File: src/design/arxps_pkg.sv
// arxps_pkg: shared types and constants of the arx keystream phase scrambler
// seed words, fixed-point constants, state types and the queue status group
// no dependencies
package arxps_pkg;

    // seed words of the quarter-round state (ASCII "expand 332 yte k", little-endian)
    localparam logic [31:0] SEED_A = 32'h6170_7865;
    localparam logic [31:0] SEED_B = 32'h3320_646e;
    localparam logic [31:0] SEED_C = 32'h7920_3233;
    localparam logic [31:0] SEED_D = 32'h6b20_6574;

    // pi in Q30, so that a 2^-32 turn residual times this over 2^29 is radians in Q32
    localparam logic [31:0] PI_Q30  = 32'hC90F_DAA2;
    localparam logic [32:0] ONE_Q32 = 33'h1_0000_0000;

    // entries of the queue between front and back
    localparam int unsigned QUEUE_DEPTH = 2;

    typedef struct packed {
        logic full;
        logic empty;
    } t_fifo_status;

    typedef enum logic [1:0] {
        F_IDLE,
        F_HALF1,
        F_HALF2,
        F_PUSH
    } t_front_state;

    typedef enum logic [5:0] {
        B_IDLE,
        B_ABS,
        B_MX,
        B_WX,
        B_MX2,
        B_WX2,
        B_MD30,
        B_WD30,
        B_MT1,
        B_WT1,
        B_MD12,
        B_WD12,
        B_MT2,
        B_WT2,
        B_MD42,
        B_WD42,
        B_MS1,
        B_WS1,
        B_MD20,
        B_WD20,
        B_MS2,
        B_WS2,
        B_MD6,
        B_WD6,
        B_MS3,
        B_WS3,
        B_ROT,
        B_MP1,
        B_WP1,
        B_MP2,
        B_WP2,
        B_MP3,
        B_WP3,
        B_MP4,
        B_WP4,
        B_DONE
    } t_back_state;

endpackage

File: src/design/arxps_fifo.sv
// arxps_fifo: short register queue between front and back
// depth from arxps_pkg::QUEUE_DEPTH; uses arxps_pkg
module arxps_fifo #(
    parameter int WIDTH = 48
) (
    input  logic                    i_clk,
    input  logic                    i_rst_n,
    input  logic                    i_push,
    input  logic [WIDTH-1:0]        i_push_data,
    input  logic                    i_pop,
    output logic [WIDTH-1:0]        o_pop_data,
    output arxps_pkg::t_fifo_status o_status
);

    localparam int DEPTH = arxps_pkg::QUEUE_DEPTH;
    localparam int PTR_W = $clog2(DEPTH);
    localparam int CNT_W = $clog2(DEPTH + 1);

    logic [WIDTH-1:0] r_mem [DEPTH];
    logic [PTR_W-1:0] r_wr_ptr, r_rd_ptr, n_wr_ptr, n_rd_ptr;
    logic [CNT_W-1:0] r_count, n_count;

    always_comb begin
        n_wr_ptr = r_wr_ptr;
        n_rd_ptr = r_rd_ptr;
        n_count  = r_count;
        if (i_push) begin
            n_wr_ptr = (r_wr_ptr == PTR_W'(DEPTH - 1)) ? '0 : r_wr_ptr + 1'b1;
        end
        if (i_pop) begin
            n_rd_ptr = (r_rd_ptr == PTR_W'(DEPTH - 1)) ? '0 : r_rd_ptr + 1'b1;
        end
        if (i_push && !i_pop) begin
            n_count = r_count + 1'b1;
        end else if (!i_push && i_pop) begin
            n_count = r_count - 1'b1;
        end
    end

    always_ff @(posedge i_clk) begin
        if (!i_rst_n) begin
            r_wr_ptr <= '0;
            r_rd_ptr <= '0;
            r_count  <= '0;
        end else begin
            r_wr_ptr <= n_wr_ptr;
            r_rd_ptr <= n_rd_ptr;
            r_count  <= n_count;
        end
    end

    always_ff @(posedge i_clk) begin
        if (i_push) begin
            r_mem[r_wr_ptr] <= i_push_data;
        end
    end

    assign o_pop_data     = r_mem[r_rd_ptr];
    assign o_status.full  = (r_count == CNT_W'(DEPTH));
    assign o_status.empty = (r_count == '0);

    a_no_overflow: assert property (@(posedge i_clk) disable iff (!i_rst_n)
        i_push |-> !o_status.full)
        else $error("push into full queue");

    a_no_underflow: assert property (@(posedge i_clk) disable iff (!i_rst_n)
        i_pop |-> !o_status.empty)
        else $error("pop from empty queue");

endmodule

File: config.mk
export PLATFORM = sky130hd
export DESIGN_NAME = arxps_fifo
export DESIGN_NICKNAME = d
export VERILOG_FILES = /design/src/design/arxps_pkg.sv /design/src/design/arxps_fifo.sv
export SDC_FILE = /design/constraint.sdc
export NUM_CORES = 1
export LEC_CHECK = 0
export ABC_CLOCK_PERIOD_IN_PS = 7300
export BUFFER_PORTS_ARGS = -buffer_cell sky130_fd_sc_hd__buf_2
export CAP_MARGIN = 10
export CORE_MARGIN = 4
export CORE_UTILIZATION = 55
export CTS_CLUSTER_SIZE = 20
export DETAILED_ROUTE_END_ITERATION = 10
export PLACE_DENSITY = 0.86
export SLEW_MARGIN = 10
export SYNTH_ARGS = -nofsm -noshare
export SYNTH_HDL_FRONTEND = slang
export SYNTH_SLANG_ARGS = --single-unit
File: constraint.sdc
create_clock -name i_clk -period 7.3 [get_ports i_clk]
set_input_delay 1.46 -clock i_clk [delete_from_list [all_inputs] [get_ports i_clk]]
set_output_delay 1.46 -clock i_clk [all_outputs]
set_load 0.005 [all_outputs]
# Word-level counts from Yosys, hierarchy flattened
# Memories as Yosys holds them, arrays and structs flattened. A register that Yosys moved wholly into a read port is not among the register bits.
# Index checks and enable logic that the tools add are counted.
# totals
regBits	4
latchBits	0
ramBits	96
rom_bits	0
elab_cells	23
memories	1
# op_classes
add_sub_neg	4
mul	0
div_mod_pow	0
magnitude_cmp	0
n_eq_ne	1
shift	0
n_mux	8
bitwise_logic	0
n_reduce_logical	6
# mem_list
memory	depth	width	rd	rd_clocked_by_memory_dff	wr	line_no	rtl
r_mem	2	48	1	1	1	arxps_fifo.sv:19	logic [WIDTH-1:0] r_mem [DEPTH];
# op_table
cell	count
$mux W1	6
$mux W2	2
$add A1 B1 Y1 const B	2
$add A2 B1 Y2 const B	1
$eq A2 B2 Y1 const B	1
$logic_and A1 B1 Y1	2
$logic_not A1 Y1	2
$logic_not A2 Y1	1
$reduce_bool A2 Y1	1
$sub A2 B1 Y2 const B	1

# Longest topological paths before layout
# Gate-level depths: netlist of run 1.
# logic_depth
word_depth	4
mapped_depth	5

# Least setup slack after synthesis of run 1
# OpenSTA, ideal clock, no wires.
# synth_timing
path_type	input to register
startpoint	input port i_push
endpoint	memory r_mem[0][0], enable pin
setup_ns	0.460
arrival_time_ns	3.622
path_slack_ns	3.218
stages	1
n_path_buf	0
path_cell_list	nor2b_1
# synth_between
elab_chain_cells	2
# synth_lines
item	line_no	rtl
start, declared	arxps_fifo.sv:8	input logic i_push,
$mux W1	arxps_fifo.sv:53	if (i_push) begin
$mux W1 (implied by the code)	arxps_fifo.sv:54	r_mem[r_wr_ptr] <= i_push_data;
end, declared	arxps_fifo.sv:19	
# No other way between the ends.

==> results of run 1 <==
[per-layer routing]
metal  up-vias  part of all wire, %  GRT usage, %
li1        882                    -             -
met1       914                   44          20.2
met2        79                   49          25.5
met3         7                  6.3          5.09
met4         0                  1.3          6.13
met5         -                    0             0
[synth_stat cells]
library cell and count:
edfxtp_1 96, mux2_2 48, dfxtp_1 5, and2_1 4
buf_2 2, buf_6 2, nor2b_1 2, xor2_1 2
a21boi_1 1, and2b_2 1, buf_4 1, ha_1 1
inv_1 1, nor2_1 1, o21a_1 1, o21ai_0 1
or3_1 1, xnor2_1 1
[registers in the layout (all words and copies together) (netlist names), named ones only]
register and flops:
r_mem 96, r_count 2, r_rd_ptr 1, r_wr_ptr 1
[power breakdown]
part | internal, mW | total [mW] | switching, mW
registers | 0.668 | 0.686 | 0.0178
clock network | 0.164 | 0.360 | 0.196
logic | 0.0620 | 0.107 | 0.0452
[stage by stage]
step                area, µm²  util (%)
finish                   4470      69.6
global placement         4260      66.4
detailed placement       4260      66.4
CTS                      4470      69.6
global route             4470      69.6
floorplan                3680         -
[how the worst max path moves through the flow]
stage | start | endpoint | slack, ns | cells past startpoint
final | flop | o_pop_data[3] | 3.82 | 2
after floorplan | i_push | r_mem[0][0] | 3.22 | 1
after global placement | flop | o_pop_data[45] | 4.16 | 2
after detailed placement | flop | o_pop_data[3] | 4.15 | 2
after CTS | flop | o_pop_data[6] | 3.74 | 2
after global routing | flop | o_pop_data[38] | 3.66 | 2
[tightest hold or removal path: stages, from the launching register on]
cell	delay, ns
dfxtp_1	0.34
o21ai_0	0.08
a21boi_1	0.06
[final cells by class]
class                      instances  area [µm²]  area share (%)
multi-input combinational         64         664            14.9
sequential                       101        2980            66.8
clock inverter                     7        83.8            1.88
inverter                           1        3.75          0.0840
timing repair buffer             102         513            11.5
tap                               77        96.3            2.16
clock buffer                       9         124            2.77
[cells by family (layout without fill, tap and decap cells)]
kind of cell	after synthesis	count (layout)	synth area share [%]
AO/OA/AOI/OAI	3	3	0.544
XOR/XNOR	3	3	0.714
adder cells (fa/ha/maj)	1	1	0.340
buffers and inverters	6	119	1.19
flip-flops	101	101	81.0
multiplexers	48	48	14.7
AND/OR/NAND/NOR	9	9	1.53
==> flow_summary.toml, run 1 <==
[cts]
cts.path.max_buffers = 2
postCtsResizedCells = 0
clock_sinks = 101
cts_buffers = 9
cts_setup_buffers = 0
cts_root_buffer = "clkbuf_8"
path_clk_slew_ns = 0.10
cts_tree = "yes"
hold_buffers = 0
cts_max_level = 3
clk_latency_ns = 0.36

[worst_setup_path]
critPathKind = "flop to primary output"
crit_path_top_delay_cell = "dfxtp_2"
worstReg2RegStart = "r_wr_ptr"
critPathMaxStageDelay_ns = 1.09
reg2reg_setup_slack_ns = 5.57
start_kind = "flop"
rr_worst_depth = 2
critPathRequiredTime_ns = 5.84
critPathMaxFanout = 48
crit_family = "flip-flops"
path_cells = "mux2_2 > buf_2"
worstReg2RegEnd = "r_mem[0][13]"
worst-path-buf-inv = 1
worstPathArrival_ns = 2.02
end_kind = "primary output"

[yosys]
synthDistinctLibCells = 18
ys_seq_area_share_pct = 81.0
synthTopCellsByArea = "edfxtp_1 (78%), mux2_2 (15%), dfxtp_1 (2.7%), and2_1 (0.68%), buf_6 (0.61%)"
yosysTopAreaCell = "edfxtp_1"
ys_ff_latch = 101
syn_inst = 171
syn_nets = 224
avgSynthCellArea_um2 = 21.5
yosys_warnings = 0
syn-cell-area_mm2 = 0.00368
yosys.area.top_type_share_pct = 78.3

[floorplanning]
die-area_mm2 = 0.00807
die_x_um = 89.8
coreArea_mm2 = 0.00642
die_h_um = 89.8
std_cell_rows = 29
start_util_pct = 57.3
ioPinCount = 102

[detailed_routing]
via_count = 1882
drtAntennaViolNets = 0
drt-initial-drc-count = 66
drt_pass1_iterations = 4
vias_per_cell = 5.21
wire_per_inst_um = 16.8
wirelength_um = 6050
drc = 0

[placement]
globalplace.congestion = 0.671
port_buffers = 101
post-place-ws_ns = 4.15
hpwlAfterDp_um = 4000
dp.cells = 345

[final_layout]
fill_cells = 407
finalNetCount = 332
antenna_cells = 0
area_growth_pct = 21.4
final_common_cell = "buf_2"
drive_gt1_share_pct = 59.9
finalNonFillerCells = 361
final_cell_mix = "buf_2 (101), edfxtp_1 (96), mux2_2 (48), clkbuf_8 (9), dfxtp_1 (4)"

[global_routing]
grt_start_max_net_pins = 49
grt_pass1_vias = 2019
grt_pass1_wl_um = 9890
grt_usage_pct = 15.8
antenna_found_initial = 0
grt_overflow_total = 0

[timing]
hold_violations = 0
whs_ns = 0.516
worst_pin_slew_ns = 1.13
finalCritPeriodShare_pct = 47.7
setup_viol = 0
tns_ns = 0
slew-limit-headroom_pct = 24.5
finalMaxSlewViolations = 0
timing.final.ws_setup_ns = 3.82
skew_ns = 0.00915
rsz0062_at_grt = "false"
min_period_ns = 3.48
clock.fmax_mhz = 287

[min_path]
hold_start = "r_count[1]"
min_to = "r_count[1]"
min_delay_path_depth = 2
hp-class = "flop to flop"

[run]
cap_viol_max_count = 0

[power_and_ir_drop]
p_leak_nw = 1.68
powerDensity_mw_per_mm2 = 258
design_power_total_mw = 1.15
ir_drop_mv = 0.195

[run_status]
status = "finished clean"
No activity file was read; power rests on OpenSTA's default activity.
==> run 2, diff against run 1 <==
--- a/config.mk
+++ b/config.mk
@@ -5,14 +5,14 @@
 export SDC_FILE = /design/constraint.sdc
 export NUM_CORES = 1
 export LEC_CHECK = 0
-export ABC_CLOCK_PERIOD_IN_PS = 7300
+export ABC_CLOCK_PERIOD_IN_PS = 3700
 export BUFFER_PORTS_ARGS = -buffer_cell sky130_fd_sc_hd__buf_2
 export CAP_MARGIN = 10
 export CORE_MARGIN = 4
-export CORE_UTILIZATION = 55
+export CORE_UTILIZATION = 51
 export CTS_CLUSTER_SIZE = 20
 export DETAILED_ROUTE_END_ITERATION = 10
-export PLACE_DENSITY = 0.86
+export PLACE_DENSITY = 0.81
 export SLEW_MARGIN = 10
 export SYNTH_ARGS = -nofsm -noshare
 export SYNTH_HDL_FRONTEND = slang
==> constraint.sdc (replaced) <==
create_clock -name i_clk -period 3.7 [get_ports i_clk]
set_input_delay 0.74 -clock i_clk [delete_from_list [all_inputs] [get_ports i_clk]]
set_output_delay 0.74 -clock i_clk [all_outputs]
set_load 0.005 [all_outputs]
==> run 2 against run 1 <==
Non-clock buffer count up 3. Sequential share of layout area decreased by 0.45 points. Combinational power up 110%. Register-to-register slack worse by 3.3 ns. Utilization shrank 4.4 points. Flip-flop and latch count is the same. Setup slack worse by 2.6 ns. Critical path depth increased by 1. Critical path type unchanged.
==> flow_summary.toml, run 2 (same netlist as run 1, synthesis figures left out) <==
[final_layout]
final_util_pct = 65.1
top_register = "r_mem"
multiInputGateArea_um2 = 664
final_cell_mix = "buf_2 (101), edfxtp_1 (96), mux2_2 (48), clkbuf_8 (9)"
reg_top3 = "r_mem (96), r_count (2)"
final_common_cell = "buf_2"
final_area_mm2 = 0.00450
regArea_mm2 = 0.00298
finalNonFillerCells = 383
drive_gt1_share_pct = 59.6
fill_cells = 531
area_growth_pct = 22.2
largest_reg_flops = 96
antenna_cells = 0
finalNetCount = 335

[global_routing]
grt_pass1_vias = 1953
grt_usage_pct = 14.5
antenna_found_initial = 0
grt_start_max_net_pins = 50
grt_overflow_total = 0
grt_pass1_wl_um = 9450

[timing]
finalMaxSlewViolations = 0
finalCritPeriodShare_pct = 65.8
clock.fmax_mhz = 411
hold_violations = 0
skew_ns = 0.00809
tns_ns = 0
timing.final.ws_setup_ns = 1.27
whs_ns = 0.506
rsz0062_at_grt = "false"
min_period_ns = 2.43
slew-limit-headroom_pct = 57.1
setup_viol = 0
worst_pin_slew_ns = 0.643

[cts]
path_clk_slew_ns = 0.08
cts_root_buffer = "clkbuf_8"
cts_max_level = 3
clock_sinks = 101
cts.path.max_buffers = 2
cts_setup_buffers = 0
postCtsResizedCells = 0
hold_buffers = 0
cts_buffers = 9
cts_tree = "yes"
clk_latency_ns = 0.34

[power_and_ir_drop]
power.internal_mw = 1.76
powerDensity_mw_per_mm2 = 495
switchingPower_uw = 468
ir_drop_mv = 0.267
p_seq_share_pct = 60.1
combPwrFrac_pct = 10.3
p_sw_share_pct = 21.0
p_leak_nw = 1.70
clkPwrFrac_pct = 29.6
design_power_total_mw = 2.23

[run]
cap_viol_max_count = 0

[floorplanning]
die_h_um = 93.0
std_cell_rows = 30
coreArea_mm2 = 0.00691
die-area_mm2 = 0.00864
ioPinCount = 102
start_util_pct = 53.3
die_x_um = 93.0

[worst_setup_path]
critPathMaxStageDelay_ns = 0.49
critPathRequiredTime_ns = 2.96
critPathMaxFanout = 20
start_kind = "flop"
critPathKind = "flop to primary output"
path_cells = "buf_4 > mux2_2 > buf_2"
crit_path_top_delay_cell = "dfxtp_2"
end_kind = "primary output"
worstPathArrival_ns = 1.69

[placement]
globalplace.congestion = 0.720
post-place-ws_ns = 1.64
place_area_mm2 = 0.00431
hpwlAfterDp_um = 4070
port_buffers = 101
dp.cells = 367

[detailed_routing]
wire_per_inst_um = 15.9
via_count = 1897
drt_pass1_iterations = 4
drc = 0
drt-initial-drc-count = 80
wirelength_um = 6100
vias_per_cell = 4.95
drtAntennaViolNets = 0

[min_path]
hp-class = "flop to flop"

[run_status]
status = "finished clean"
run 2: critical path: cells and delay by family, from the launching register on:
kind,cells,cell delay (ns)
mux,1,0.40
flops,1,0.49
buf+inv,2,0.46
run 2: final timing paths:
| path | startpoint | to | slack, ns | cells after the start |
|---|---|---|---|---|
| worst max register to register | r_wr_ptr | r_mem[1][17] | 2.27 | 2 |
| worst max-delay path | flop | o_pop_data[13] | 1.27 | 3 |
| worst min-delay path | r_count[1] | r_count[1] | 0.51 | 2 |
| worst min register to register | r_count[1] | r_count[1] | 0.51 | 2 |
run 2: final cells by class:
type	count	share of cell area [%]
clock inverter	5	1.33
sequential	101	66.3
multi-input combinational	64	14.8
clock buffer	11	2.92
timing repair buffer	105	11.9
inverter	1	0.0834
tap	96	2.67
run 2: power groups by stage:
stage                     registers, mW  clock network, mW  logic, mW
after floorplan                    1.36                  0      0.130
after detailed placement           1.36                  0      0.232
final                              1.34              0.659      0.229
after global placement             1.36                  0      0.228
after CTS                          1.34              0.680      0.234
after global routing               1.34              0.728      0.252
run 2: routing by layer:
metal,global-route usage (%),part of all wire (%),up-vias
li1,-,-,890
met1,18.1,42,927
met2,24.1,50,73
met3,3.46,7.4,7
met4,6.23,0.80,0
met5,0,0,-
