==> src/design/arxps_pkg.sv <==
// arxps_pkg: shared types and constants of the arx keystream phase scrambler
// seed words, fixed-point constants, state types and the queue status group
// no dependencies
package arxps_pkg;

    // seed words of the quarter-round state (ASCII "expand 332 yte k", little-endian)
    localparam logic [31:0] SEED_A = 32'h6170_7865;
    localparam logic [31:0] SEED_B = 32'h3320_646e;
    localparam logic [31:0] SEED_C = 32'h7920_3233;
    localparam logic [31:0] SEED_D = 32'h6b20_6574;

    // pi in Q30, so that a 2^-32 turn residual times this over 2^29 is radians in Q32
    localparam logic [31:0] PI_Q30  = 32'hC90F_DAA2;
    localparam logic [32:0] ONE_Q32 = 33'h1_0000_0000;

    // entries of the queue between front and back
    localparam int unsigned QUEUE_DEPTH = 2;

    typedef struct packed {
        logic full;
        logic empty;
    } t_fifo_status;

    typedef enum logic [1:0] {
        F_IDLE,
        F_HALF1,
        F_HALF2,
        F_PUSH
    } t_front_state;

    typedef enum logic [5:0] {
        B_IDLE,
        B_ABS,
        B_MX,
        B_WX,
        B_MX2,
        B_WX2,
        B_MD30,
        B_WD30,
        B_MT1,
        B_WT1,
        B_MD12,
        B_WD12,
        B_MT2,
        B_WT2,
        B_MD42,
        B_WD42,
        B_MS1,
        B_WS1,
        B_MD20,
        B_WD20,
        B_MS2,
        B_WS2,
        B_MD6,
        B_WD6,
        B_MS3,
        B_WS3,
        B_ROT,
        B_MP1,
        B_WP1,
        B_MP2,
        B_WP2,
        B_MP3,
        B_WP3,
        B_MP4,
        B_WP4,
        B_DONE
    } t_back_state;

endpackage

==> src/design/arxps_back.sv <==
// arxps_back: phase to sine/cosine by polynomial on one shared multiplier,
// then complex rotation, rounding and the output register; uses arxps_pkg
module arxps_back #(
    parameter int SAMPLE_WIDTH = 16,
    parameter int PHASE_BITS   = 16
) (
    input  logic                                    i_clk,
    input  logic                                    i_rst_n,
    input  logic                                    i_decrypt,
    input  arxps_pkg::t_fifo_status                 i_fifo_status,
    output logic                                    o_pop,
    input  logic [2*SAMPLE_WIDTH+PHASE_BITS-1:0]    i_pop_data,
    output logic                                    o_out_valid,
    input  logic                                    i_out_ready,
    output logic signed [SAMPLE_WIDTH-1:0]          o_out_i,
    output logic signed [SAMPLE_WIDTH-1:0]          o_out_q
);

    // divide by constant: floor(v * floor(2^K/D) / 2^K), then one correction
    localparam int unsigned D30 = 30;
    localparam int unsigned D12 = 12;
    localparam int unsigned D42 = 42;
    localparam int unsigned D20 = 20;
    localparam int unsigned D6  = 6;
    localparam int unsigned K30 = 37;
    localparam int unsigned K12 = 36;
    localparam int unsigned K42 = 38;
    localparam int unsigned K20 = 37;
    localparam int unsigned K6  = 35;
    localparam logic [32:0] M30 = 33'((65'd1 << K30) / 65'(D30));
    localparam logic [32:0] M12 = 33'((65'd1 << K12) / 65'(D12));
    localparam logic [32:0] M42 = 33'((65'd1 << K42) / 65'(D42));
    localparam logic [32:0] M20 = 33'((65'd1 << K20) / 65'(D20));
    localparam logic [32:0] M6  = 33'((65'd1 << K6) / 65'(D6));

    localparam logic [1:0] QUAD_1 = 2'd1;
    localparam logic [1:0] QUAD_2 = 2'd2;
    localparam logic [1:0] QUAD_3 = 2'd3;

    localparam logic signed [33:0] SAT_HI =
        34'((64'sd1 <<< (SAMPLE_WIDTH - 1)) - 64'sd1);
    localparam logic signed [33:0] SAT_LO = -SAT_HI - 34'sd1;

    arxps_pkg::t_back_state r_state, n_state;

    logic signed [SAMPLE_WIDTH-1:0] r_si, r_sq;
    logic [31:0]        r_u;
    logic [1:0]         r_quad;
    logic               r_neg;
    logic [29:0]        r_absr;
    logic [31:0]        r_x, r_x2, r_v;
    logic [32:0]        r_t, r_s;
    logic signed [31:0] r_cos, r_sin;
    logic signed [63:0] r_acc_i, r_acc_q;
    logic signed [67:0] r_prod;
    logic               r_out_valid;
    logic signed [SAMPLE_WIDTH-1:0] r_out_i, r_out_q;

    logic signed [SAMPLE_WIDTH-1:0] ent_si, ent_sq;
    logic [PHASE_BITS-1:0]          ent_ph;
    logic [31:0]        ph_p, ph_pn, ph_u;
    logic signed [33:0] mul_a, mul_b;
    logic signed [33:0] si_ext, sq_ext, cos_ext, sin_ext;
    logic [31:0]        q0, q_div;
    logic [7:0]         div_d, rem8;
    logic [32:0]        div_res;
    logic [32:0]        t_p2, s_p2;
    logic signed [31:0] c0, s0, n_cos, n_sin;
    logic               out_free, out_load;

    function automatic logic signed [SAMPLE_WIDTH-1:0] round_sat(
        input logic signed [63:0] v
    );
        logic signed [63:0] biased;
        logic signed [33:0] rnd;
        biased = v + 64'sd536870912;
        rnd    = 34'(biased >>> 30);
        if (rnd > SAT_HI) begin
            rnd = SAT_HI;
        end else if (rnd < SAT_LO) begin
            rnd = SAT_LO;
        end
        round_sat = SAMPLE_WIDTH'(rnd);
    endfunction

    // queue entry and phase word
    always_comb begin
        ent_si = i_pop_data[2*SAMPLE_WIDTH+PHASE_BITS-1 -: SAMPLE_WIDTH];
        ent_sq = i_pop_data[SAMPLE_WIDTH+PHASE_BITS-1 -: SAMPLE_WIDTH];
        ent_ph = i_pop_data[PHASE_BITS-1:0];
        ph_p   = 32'(ent_ph) << (32 - PHASE_BITS);
        ph_pn  = i_decrypt ? (32'd0 - ph_p) : ph_p;
        ph_u   = ph_pn + 32'h2000_0000;
    end

    always_comb begin
        si_ext  = {{(34-SAMPLE_WIDTH){r_si[SAMPLE_WIDTH-1]}}, r_si};
        sq_ext  = {{(34-SAMPLE_WIDTH){r_sq[SAMPLE_WIDTH-1]}}, r_sq};
        cos_ext = {{2{r_cos[31]}}, r_cos};
        sin_ext = {{2{r_sin[31]}}, r_sin};
    end

    // shared multiplier operands
    always_comb begin
        case (r_state)
            arxps_pkg::B_MX: begin
                mul_a = {4'b0, r_absr};
                mul_b = {2'b0, arxps_pkg::PI_Q30};
            end
            arxps_pkg::B_MX2: begin
                mul_a = {2'b0, r_x};
                mul_b = {2'b0, r_x};
            end
            arxps_pkg::B_MD30: begin
                mul_a = {2'b0, r_v};
                mul_b = {1'b0, M30};
            end
            arxps_pkg::B_MD12: begin
                mul_a = {2'b0, r_v};
                mul_b = {1'b0, M12};
            end
            arxps_pkg::B_MD42: begin
                mul_a = {2'b0, r_v};
                mul_b = {1'b0, M42};
            end
            arxps_pkg::B_MD20: begin
                mul_a = {2'b0, r_v};
                mul_b = {1'b0, M20};
            end
            arxps_pkg::B_MD6: begin
                mul_a = {2'b0, r_v};
                mul_b = {1'b0, M6};
            end
            arxps_pkg::B_MT1, arxps_pkg::B_MT2: begin
                mul_a = {2'b0, r_x2};
                mul_b = {1'b0, r_t};
            end
            arxps_pkg::B_MS1, arxps_pkg::B_MS2: begin
                mul_a = {2'b0, r_x2};
                mul_b = {1'b0, r_s};
            end
            arxps_pkg::B_MS3: begin
                mul_a = {2'b0, r_x};
                mul_b = {1'b0, r_s};
            end
            arxps_pkg::B_MP1: begin
                mul_a = si_ext;
                mul_b = cos_ext;
            end
            arxps_pkg::B_MP2: begin
                mul_a = sq_ext;
                mul_b = sin_ext;
            end
            arxps_pkg::B_MP3: begin
                mul_a = si_ext;
                mul_b = sin_ext;
            end
            arxps_pkg::B_MP4: begin
                mul_a = sq_ext;
                mul_b = cos_ext;
            end
            default: begin
                mul_a = '0;
                mul_b = '0;
            end
        endcase
    end

    // quotient estimate is low by at most one; the remainder fits in 8 bits
    always_comb begin
        case (r_state)
            arxps_pkg::B_WD12: begin
                q0    = 32'(r_prod >> K12);
                div_d = 8'(D12);
            end
            arxps_pkg::B_WD42: begin
                q0    = 32'(r_prod >> K42);
                div_d = 8'(D42);
            end
            arxps_pkg::B_WD20: begin
                q0    = 32'(r_prod >> K20);
                div_d = 8'(D20);
            end
            arxps_pkg::B_WD6: begin
                q0    = 32'(r_prod >> K6);
                div_d = 8'(D6);
            end
            default: begin
                q0    = 32'(r_prod >> K30);
                div_d = 8'(D30);
            end
        endcase
        rem8    = r_v[7:0] - 8'(q0[7:0] * div_d);
        q_div   = q0 + 32'(rem8 >= div_d);
        div_res = arxps_pkg::ONE_Q32 - {1'b0, q_div};
    end

    // round to Q30, sign of the residual, then quarter-turn rotation
    always_comb begin
        t_p2 = r_t + 33'd2;
        s_p2 = r_s + 33'd2;
        c0   = {1'b0, t_p2[32:2]};
        s0   = r_neg ? -$signed({1'b0, s_p2[32:2]}) : $signed({1'b0, s_p2[32:2]});
        case (r_quad)
            QUAD_1: begin
                n_cos = -s0;
                n_sin = c0;
            end
            QUAD_2: begin
                n_cos = -c0;
                n_sin = -s0;
            end
            QUAD_3: begin
                n_cos = s0;
                n_sin = -c0;
            end
            default: begin
                n_cos = c0;
                n_sin = s0;
            end
        endcase
    end

    always_comb begin
        case (r_state)
            arxps_pkg::B_IDLE: n_state = i_fifo_status.empty ? arxps_pkg::B_IDLE
                                                             : arxps_pkg::B_ABS;
            arxps_pkg::B_ABS:  n_state = arxps_pkg::B_MX;
            arxps_pkg::B_MX:   n_state = arxps_pkg::B_WX;
            arxps_pkg::B_WX:   n_state = arxps_pkg::B_MX2;
            arxps_pkg::B_MX2:  n_state = arxps_pkg::B_WX2;
            arxps_pkg::B_WX2:  n_state = arxps_pkg::B_MD30;
            arxps_pkg::B_MD30: n_state = arxps_pkg::B_WD30;
            arxps_pkg::B_WD30: n_state = arxps_pkg::B_MT1;
            arxps_pkg::B_MT1:  n_state = arxps_pkg::B_WT1;
            arxps_pkg::B_WT1:  n_state = arxps_pkg::B_MD12;
            arxps_pkg::B_MD12: n_state = arxps_pkg::B_WD12;
            arxps_pkg::B_WD12: n_state = arxps_pkg::B_MT2;
            arxps_pkg::B_MT2:  n_state = arxps_pkg::B_WT2;
            arxps_pkg::B_WT2:  n_state = arxps_pkg::B_MD42;
            arxps_pkg::B_MD42: n_state = arxps_pkg::B_WD42;
            arxps_pkg::B_WD42: n_state = arxps_pkg::B_MS1;
            arxps_pkg::B_MS1:  n_state = arxps_pkg::B_WS1;
            arxps_pkg::B_WS1:  n_state = arxps_pkg::B_MD20;
            arxps_pkg::B_MD20: n_state = arxps_pkg::B_WD20;
            arxps_pkg::B_WD20: n_state = arxps_pkg::B_MS2;
            arxps_pkg::B_MS2:  n_state = arxps_pkg::B_WS2;
            arxps_pkg::B_WS2:  n_state = arxps_pkg::B_MD6;
            arxps_pkg::B_MD6:  n_state = arxps_pkg::B_WD6;
            arxps_pkg::B_WD6:  n_state = arxps_pkg::B_MS3;
            arxps_pkg::B_MS3:  n_state = arxps_pkg::B_WS3;
            arxps_pkg::B_WS3:  n_state = arxps_pkg::B_ROT;
            arxps_pkg::B_ROT:  n_state = arxps_pkg::B_MP1;
            arxps_pkg::B_MP1:  n_state = arxps_pkg::B_WP1;
            arxps_pkg::B_WP1:  n_state = arxps_pkg::B_MP2;
            arxps_pkg::B_MP2:  n_state = arxps_pkg::B_WP2;
            arxps_pkg::B_WP2:  n_state = arxps_pkg::B_MP3;
            arxps_pkg::B_MP3:  n_state = arxps_pkg::B_WP3;
            arxps_pkg::B_WP3:  n_state = arxps_pkg::B_MP4;
            arxps_pkg::B_MP4:  n_state = arxps_pkg::B_WP4;
            arxps_pkg::B_WP4:  n_state = arxps_pkg::B_DONE;
            arxps_pkg::B_DONE: n_state = out_free ? arxps_pkg::B_IDLE : arxps_pkg::B_DONE;
            default:           n_state = arxps_pkg::B_IDLE;
        endcase
    end

    always_comb begin
        out_free = !r_out_valid || i_out_ready;
        o_pop    = (r_state == arxps_pkg::B_IDLE) && !i_fifo_status.empty;
        out_load = (r_state == arxps_pkg::B_DONE) && out_free;
    end

    always_ff @(posedge i_clk) begin
        if (!i_rst_n) begin
            r_state     <= arxps_pkg::B_IDLE;
            r_out_valid <= 1'b0;
        end else begin
            r_state <= n_state;
            if (out_load) begin
                r_out_valid <= 1'b1;
            end else if (i_out_ready) begin
                r_out_valid <= 1'b0;
            end
        end
    end

    always_ff @(posedge i_clk) begin
        r_prod <= mul_a * mul_b;
        case (r_state)
            arxps_pkg::B_IDLE: begin
                if (o_pop) begin
                    r_si <= ent_si;
                    r_sq <= ent_sq;
                    r_u  <= ph_u;
                end
            end
            arxps_pkg::B_ABS: begin
                r_quad <= r_u[31:30];
                r_neg  <= ~r_u[29];
                r_absr <= r_u[29] ? {1'b0, r_u[28:0]}
                                  : 30'h2000_0000 - {1'b0, r_u[28:0]};
            end
            arxps_pkg::B_WX: r_x <= r_prod[60:29];
            arxps_pkg::B_WX2: begin
                r_x2 <= r_prod[63:32];
                r_v  <= r_prod[63:32];
            end
            arxps_pkg::B_WD30, arxps_pkg::B_WD12: r_t <= div_res;
            arxps_pkg::B_WT1: r_v <= r_prod[63:32];
            arxps_pkg::B_WT2: begin
                r_t <= arxps_pkg::ONE_Q32 - {2'b0, r_prod[63:33]};
                r_v <= r_x2;
            end
            arxps_pkg::B_WD42, arxps_pkg::B_WD20, arxps_pkg::B_WD6: r_s <= div_res;
            arxps_pkg::B_WS1, arxps_pkg::B_WS2: r_v <= r_prod[63:32];
            arxps_pkg::B_WS3: r_s <= {1'b0, r_prod[63:32]};
            arxps_pkg::B_ROT: begin
                r_cos <= n_cos;
                r_sin <= n_sin;
            end
            arxps_pkg::B_WP1: r_acc_i <= $signed(r_prod[63:0]);
            arxps_pkg::B_WP2: r_acc_i <= r_acc_i - $signed(r_prod[63:0]);
            arxps_pkg::B_WP3: r_acc_q <= $signed(r_prod[63:0]);
            arxps_pkg::B_WP4: r_acc_q <= r_acc_q + $signed(r_prod[63:0]);
            default: ;
        endcase
        if (out_load) begin
            r_out_i <= round_sat(r_acc_i);
            r_out_q <= round_sat(r_acc_q);
        end
    end

    assign o_out_valid = r_out_valid;
    assign o_out_i     = r_out_i;
    assign o_out_q     = r_out_q;

    a_valid_from_done: assert property (@(posedge i_clk) disable iff (!i_rst_n)
        $rose(o_out_valid) |-> $past(r_state) == arxps_pkg::B_DONE)
        else $error("output word raised outside the done step");

endmodule
==> config.mk <==
export PLATFORM = sky130hd
export DESIGN_NAME = arxps_back
export DESIGN_NICKNAME = d
export VERILOG_FILES = /design/src/design/arxps_pkg.sv /design/src/design/arxps_back.sv
export SDC_FILE = /design/constraint.sdc
export NUM_CORES = 2
export LEC_CHECK = 0
export ABC_AREA = 1
export ABC_CLOCK_PERIOD_IN_PS = 10400
export BUFFER_PORTS_ARGS = -buffer_cell sky130_fd_sc_hd__buf_4
export CAP_MARGIN = 20
export CORE_ASPECT_RATIO = 0.8
export CORE_MARGIN = 5
export CORE_UTILIZATION = 50
export CTS_BUF_LIST = sky130_fd_sc_hd__clkbuf_8
export CTS_CLUSTER_SIZE = 24
export DETAILED_ROUTE_END_ITERATION = 7
export PLACE_DENSITY = 0.77
export REMOVE_ABC_BUFFERS = 1
export SETUP_SLACK_MARGIN = 0.3
export SYNTH_ARGS = -nofsm -noshare
export SYNTH_HDL_FRONTEND = slang
export SYNTH_SLANG_ARGS = --single-unit
export TNS_END_PERCENT = 20
==> constraint.sdc <==
create_clock -name i_clk -period 10.4 [get_ports i_clk]
set_input_delay 3.12 -clock i_clk [delete_from_list [all_inputs] [get_ports i_clk]]
set_output_delay 3.12 -clock i_clk [all_outputs]
set_load 0.01 [all_outputs]
**Word level (Yosys, flattened, before mapping)**

Index checks and enable logic that the tools add are counted.

- Reductions and logical operators: 26
- Multipliers: 2
- Bitwise operators: 1
- $lt $le $gt $ge: 5
- Muxes and demuxes: 21
- Equality and inequality tests: 38
- Add/sub/neg operators: 16

Operators with widths:

| operator | count |
|---|---|
| $pmux W34 S10 | 1 |
| $pmux W32 S3 | 3 |
| $pmux W64 S2 | 2 |
| $pmux W6 S36 | 1 |
| $pmux W34 S6 | 1 |
| $pmux W33 S2 | 2 |
| $add A64 B31 Y64 const B | 2 |
| $eq A6 B5 Y1 const B | 16 |
| $gt A34 B16 Y1 const B | 2 |
| $lt A34 B16 Y1 const B | 2 |
| $mul A34 B34 Y68 | 1 |
| $add A33 B2 Y33 const B | 2 |
| $add A64 B64 Y64 | 1 |
| $mux W32 | 2 |
| $neg A31 Y32 | 2 |
| $pmux W32 S2 | 1 |
| $sub A64 B64 Y64 | 1 |
| $eq A6 B4 Y1 const B | 8 |
| $sub A33 B31 Y33 const A | 1 |
| $sub A33 B32 Y33 const A | 1 |
| $add A32 B1 Y32 | 1 |
| $add A32 B30 Y32 const B | 1 |
| $mux W16 | 2 |
| $neg A32 Y32 | 1 |
| 26 further kinds | 52 |

- Logic and storage cells: 130
- Bits in registers: 558
- Output and inout port bits: 34
- Bits of input ports: 54

**Logic depth before layout (Yosys ltp)**

- Word-level depth: 8
- Mapped depth: 51
- Mapped depth without buffers: 48

**Least setup slack after synthesis**

OpenSTA, ideal clock, no wires.

- Path type: in2out
- From: input i_fifo_status[0] in the netlist's numbering
- To: output o_pop
- Stages: 1
- Setup slack: 547 ps
- Required time: 7,280 ps
- Path buffers: 0
- Arrival: 6,733 ps
- Cell sequence: nor3_1

- Cells in the longest elaborated chain, start to end: 2

RTL lines:

| what | RTL line | source |
|---|---|---|
| start: declaration | arxps_back.sv:10 | `input arxps_pkg::t_fifo_status i_fifo_status,` |
| $logic_not A1 Y1 | arxps_back.sv:269 | `o_pop = (r_state == arxps_pkg::B_IDLE) && !i_fifo_status.empty;` |
| $logic_and A1 B1 Y1 | arxps_back.sv:269 |  |
| end: declaration | arxps_back.sv:11 | `output logic o_pop,` |

No other way between the ends.

**Worst setup path after layout**

- From: register r_state[3]
- To: register r_prod[62]

- Cells in the longest elaborated chain, start to end: 4
- Elaborated cells between the ends (all ways): 29
- Those cells by class: 1 x mul; 16 x eq/ne; 2 x mux; 10 x reduce/logical

RTL lines:

| what | RTL line | source |
|---|---|---|
| start: declaration | arxps_back.sv:44 | `arxps_pkg::t_back_state r_state, n_state;` |
| start signal: assignment | arxps_back.sv:275 | `r_state <= arxps_pkg::B_IDLE;` |
| start signal: assignment | arxps_back.sv:278 | `r_state <= n_state;` |
| $eq A6 B5 Y1, or another cell as far along | arxps_back.sv:105 | `case (r_state)` |
| $reduce_or A5 Y1 (no source line), or another cell as far along | - |  |
| $pmux W34 S6 or $pmux W34 S10 (tied branches) | arxps_back.sv:105 |  |
| $mul A34 B34 Y68 * | arxps_back.sv:288 | `r_prod <= mul_a * mul_b;` |
| end signal: assignment | arxps_back.sv:288 |  |
| end: declaration | arxps_back.sv:55 | `logic signed [67:0] r_prod;` |

Every way passes the cells marked *; elsewhere a longest branch is shown, timed or not.
A chain may end at the register's enable or synchronous reset.

==> key figures <==
Run status
  – Status: completed

Critical path
  – Crit Path Category: flop to flop
  – Max FO, Critical Path: 17
  – CP top delay family: adder cells
  – Cell mode on critical path: inv_1
  – Reg2Reg Setup Slack: 560 ps
  – Crit-path slowest cell: fa_1
  – Reg2reg start: r_state[3]
  – CP startpoint kind: flop
  – Worst reg2reg path depth: 45
  – WP data required: 11060 ps
  – FF-to-FF End: r_prod[62]
  – Setup crit end kind: flop
  – Max incr delay on CP: 590 ps
  – CP bufs+invs: 16
  – WP data arrival: 10490 ps

Finish
  – Finished Layout Cells: 13600
  – # nets final: 12900
  – Utilization after layout: 0.551
  – Area Overhead vs Synth: 9.78%
  – Share of cells above drive strength 1: 0.0823
  – Final non-filler cell area: 91700 µm²

GRT
  – Initial antenna violation count: 18
  – Wire length of the first global-routing pass: 465 mm
  – GRT overflow: 0
  – GRT Total Usage: 0.352
  – Largest net degree at the start of global routing: 74
  – Vias in the first global route: 74800

Placed design
  – Input/output buffers: 86
  – Cells after DPL: 13400
  – Area after DPL: 89300 µm²
  – Placer Congestion: 1.03
  – DPL Wire Length: 257 mm

Die
  – Ports: 88
  – Core box area: 166000 µm²
  – Die Y-Extent: 376 µm
  – Die Width: 467 µm
  – Rows: 134
  – DIE AREA: 175000 µm²
  – Starting density of the core: 0.502

CTS
  – CTS tree: built
  – Root Driver: clkbuf_8
  – Clock Path Buffers: 3
  – Worst-Skew Late Latency: 860 ps
  – CTS Buf Count: 96
  – Sink Count: 526
  – H-tree depth: 3
  – Reg clk slew, reported paths: 70 ps

Pwr
  – P_int: 5.94 mW
  – Net switching power: 6.04 mW
  – Leak: 47.1 nW
  – Switch share: 0.504
  – Power after layout: 12.0 mW
  – Logic pwr share: 0.580
  – Power per Cell Area: 131 nW/µm²
  – Clock power share: 0.180
  – Power share of the sequential group: 0.240
  – Maximum vdd drop: 212 µV

Worst hold path
  – HP Class: flop to flop
  – Hold Path Stages: 0
  – Hold wc startpoint: r_u[30]
  – Worst Hold Path EP: r_quad[0]

Detailed routing
  – Drt via density: 5.62
  – WL/cell: 22.9 µm
  – DR DRC count: 0
  – Remaining antenna violation count: 0
  – Vias: 76400
  – Post-Route WL: 311 mm
  – First-pass detailed-route iteration total: 8
  – DRT iter0 DRCs: 9358

Timing
  – Minimum clock period after layout: 9840 ps
  – Worst-Margin Slew: 1180 ps
  – Final Slew Violations: 0
  – Worst clock skew: 99.4 ps
  – Final period util: 0.946
  – Peak Freq: 0.102 GHz
  – RSZ-0062 raised after global routing: yes
  – Fin Setup TNS: 0 ps
  – Final hold violations: 0
  – Setup-failing EPs final: 0
  – Slew HR: 0.213

Run
  – Maxcap violations: 0

Yosys
  – Cells after synthesis: 10900
  – Number of synthesis warnings: 0
  – Synth top area share: 0.295
  – Seq cells post-synth: 526
  – List of most frequent post-synthesis cells: inv_1 (2657), nand2_1 (2527), fa_1 (1230), nor2_1 (961), edfxtp_1 (451)
  – Avg Cell Area, Syn: 7.63 µm²
  – Post-synth EDFFs: 451
  – Top post-synthesis cells by area: fa_1 (29%), edfxtp_1 (16%), inv_1 (12%), nand2_1 (11%), ha_1 (5.5%)
  – Post-synth top area cell: fa_1
  – Seq/Total Area, Yosys: 0.180
  – Synth cell types: 72
  – Top FF cell, synth: edfxtp_1
  – Most common cell in the synthesized netlist: inv_1
  – Post-synthesis instance area: 83500 µm²
  – Async S/R FF share, synth: 0
[cell usage in the layout, fill, tap and decap left out, drive strengths merged, types with 55 or more instances in the layout]
master  netlist  routed
a31oi       103     103
nand4       125     125
nor2       1016    1016
nor3        115     115
nand2      2555    2555
or2          62      62
edfxtp      451     451
dfxtp        75      75
ha          366     366
clkbuf      179     101
fa         1230    1230
o21ai       417     417
clkinv       27      55
inv        2672    2701
xor2        212     212
xnor2       105     105
buf         141     527
nand3       393     393
a21oi       314     314
[power by group through the flow]
stage                     Sequential [mW]  Combinational [mW]  Clock, mW
after global routing                 2.87                7.44       2.28
after detailed placement             2.90                6.61          0
after CTS                            2.86                6.68       2.18
final                                2.87                6.95       2.16
after global placement               2.91                6.54          0
after floorplan                      2.86                3.99          0
[metrics by stage]
step / hold WS (ps) / setup WS [ps]
6_report: 420 / 560
5_1_grt: 449 / 213
4_1_cts: 420 / 305
3_5_place_dp: 416 / -109
3_3_place_gp: 416 / -34.4
2_1_floorplan: 400 / -863
[flip-flops by register name, indices dropped and copies added (netlist names)]
register	cells
r_cos	32
r_x	32
r_acc_q	64
r_quad	2
r_neg	1
r_v	32
r_absr	14
o_out_q	16
r_prod	68
r_sq	16
o_out_i	16
r_si	16
r_u	16
r_t	33
r_sin	32
r_s	33
o_out_valid	1
r_x2	32
r_acc_i	64
r_state	6
[worst reg2reg max path: cells and delay by family, from the launching register on]
family | cells | cell delay (ps)
flops | 1 | 460
buf+inv | 16 | 1840
compound gates | 7 | 1390
simple gates | 12 | 1350
xor+xnor | 1 | 180
fa+ha+maj | 9 | 4500
[metal layers]
metal  up-vias  GRT usage  wire (µm)
met5         -          0         71
met4        10      0.119      12600
met3       660     0.0968      41600
met2      4596      0.510     129000
met1     37100      0.510     128000
li1      34000          -          -
[final cells by class]
type / count / area (µm²)
antenna: 11 / 27.5
clock buffer: 100 / 1380
clock inverter: 78 / 624
fill: 15500 / 74800
inverter: 2699 / 10200
multi-input combinational: 7401 / 57200
sequential: 526 / 15100
tap: 2244 / 2810
timing repair buffer: 528 / 4390
[worst max-delay path by stage]
stage	start	endpoint	cells past startpoint
CTS	r_state[0]	r_prod[62]	40
global placement	r_state[5]	r_prod[64]	37
detailed placement	r_state[5]	r_prod[62]	41
finish	r_state[3]	r_prod[62]	45
global route	r_state[1]	r_prod[62]	46
floorplan	r_state[5]	r_prod[67]	28
[kinds of logic after synthesis]
kind of cell	synth area share
and+or+nand+nor	0.218
buffers and inverters	0.139
adders and majority gates	0.350
AOI/OAI and AO/OA	0.0804
DFF	0.180
xor gates and xnor gates	0.0333
[what timing repair did]
action / in CTS / in global routing
gates cloned: 0 / 0
resized for setup: 7 / 53
endpoints found under the setup margin: 28 / 36
pin swaps: 0 / 6
hold buffers: 0 / 0
setup buffers: 0 / 15
Power figures use the tool's default switching activity.
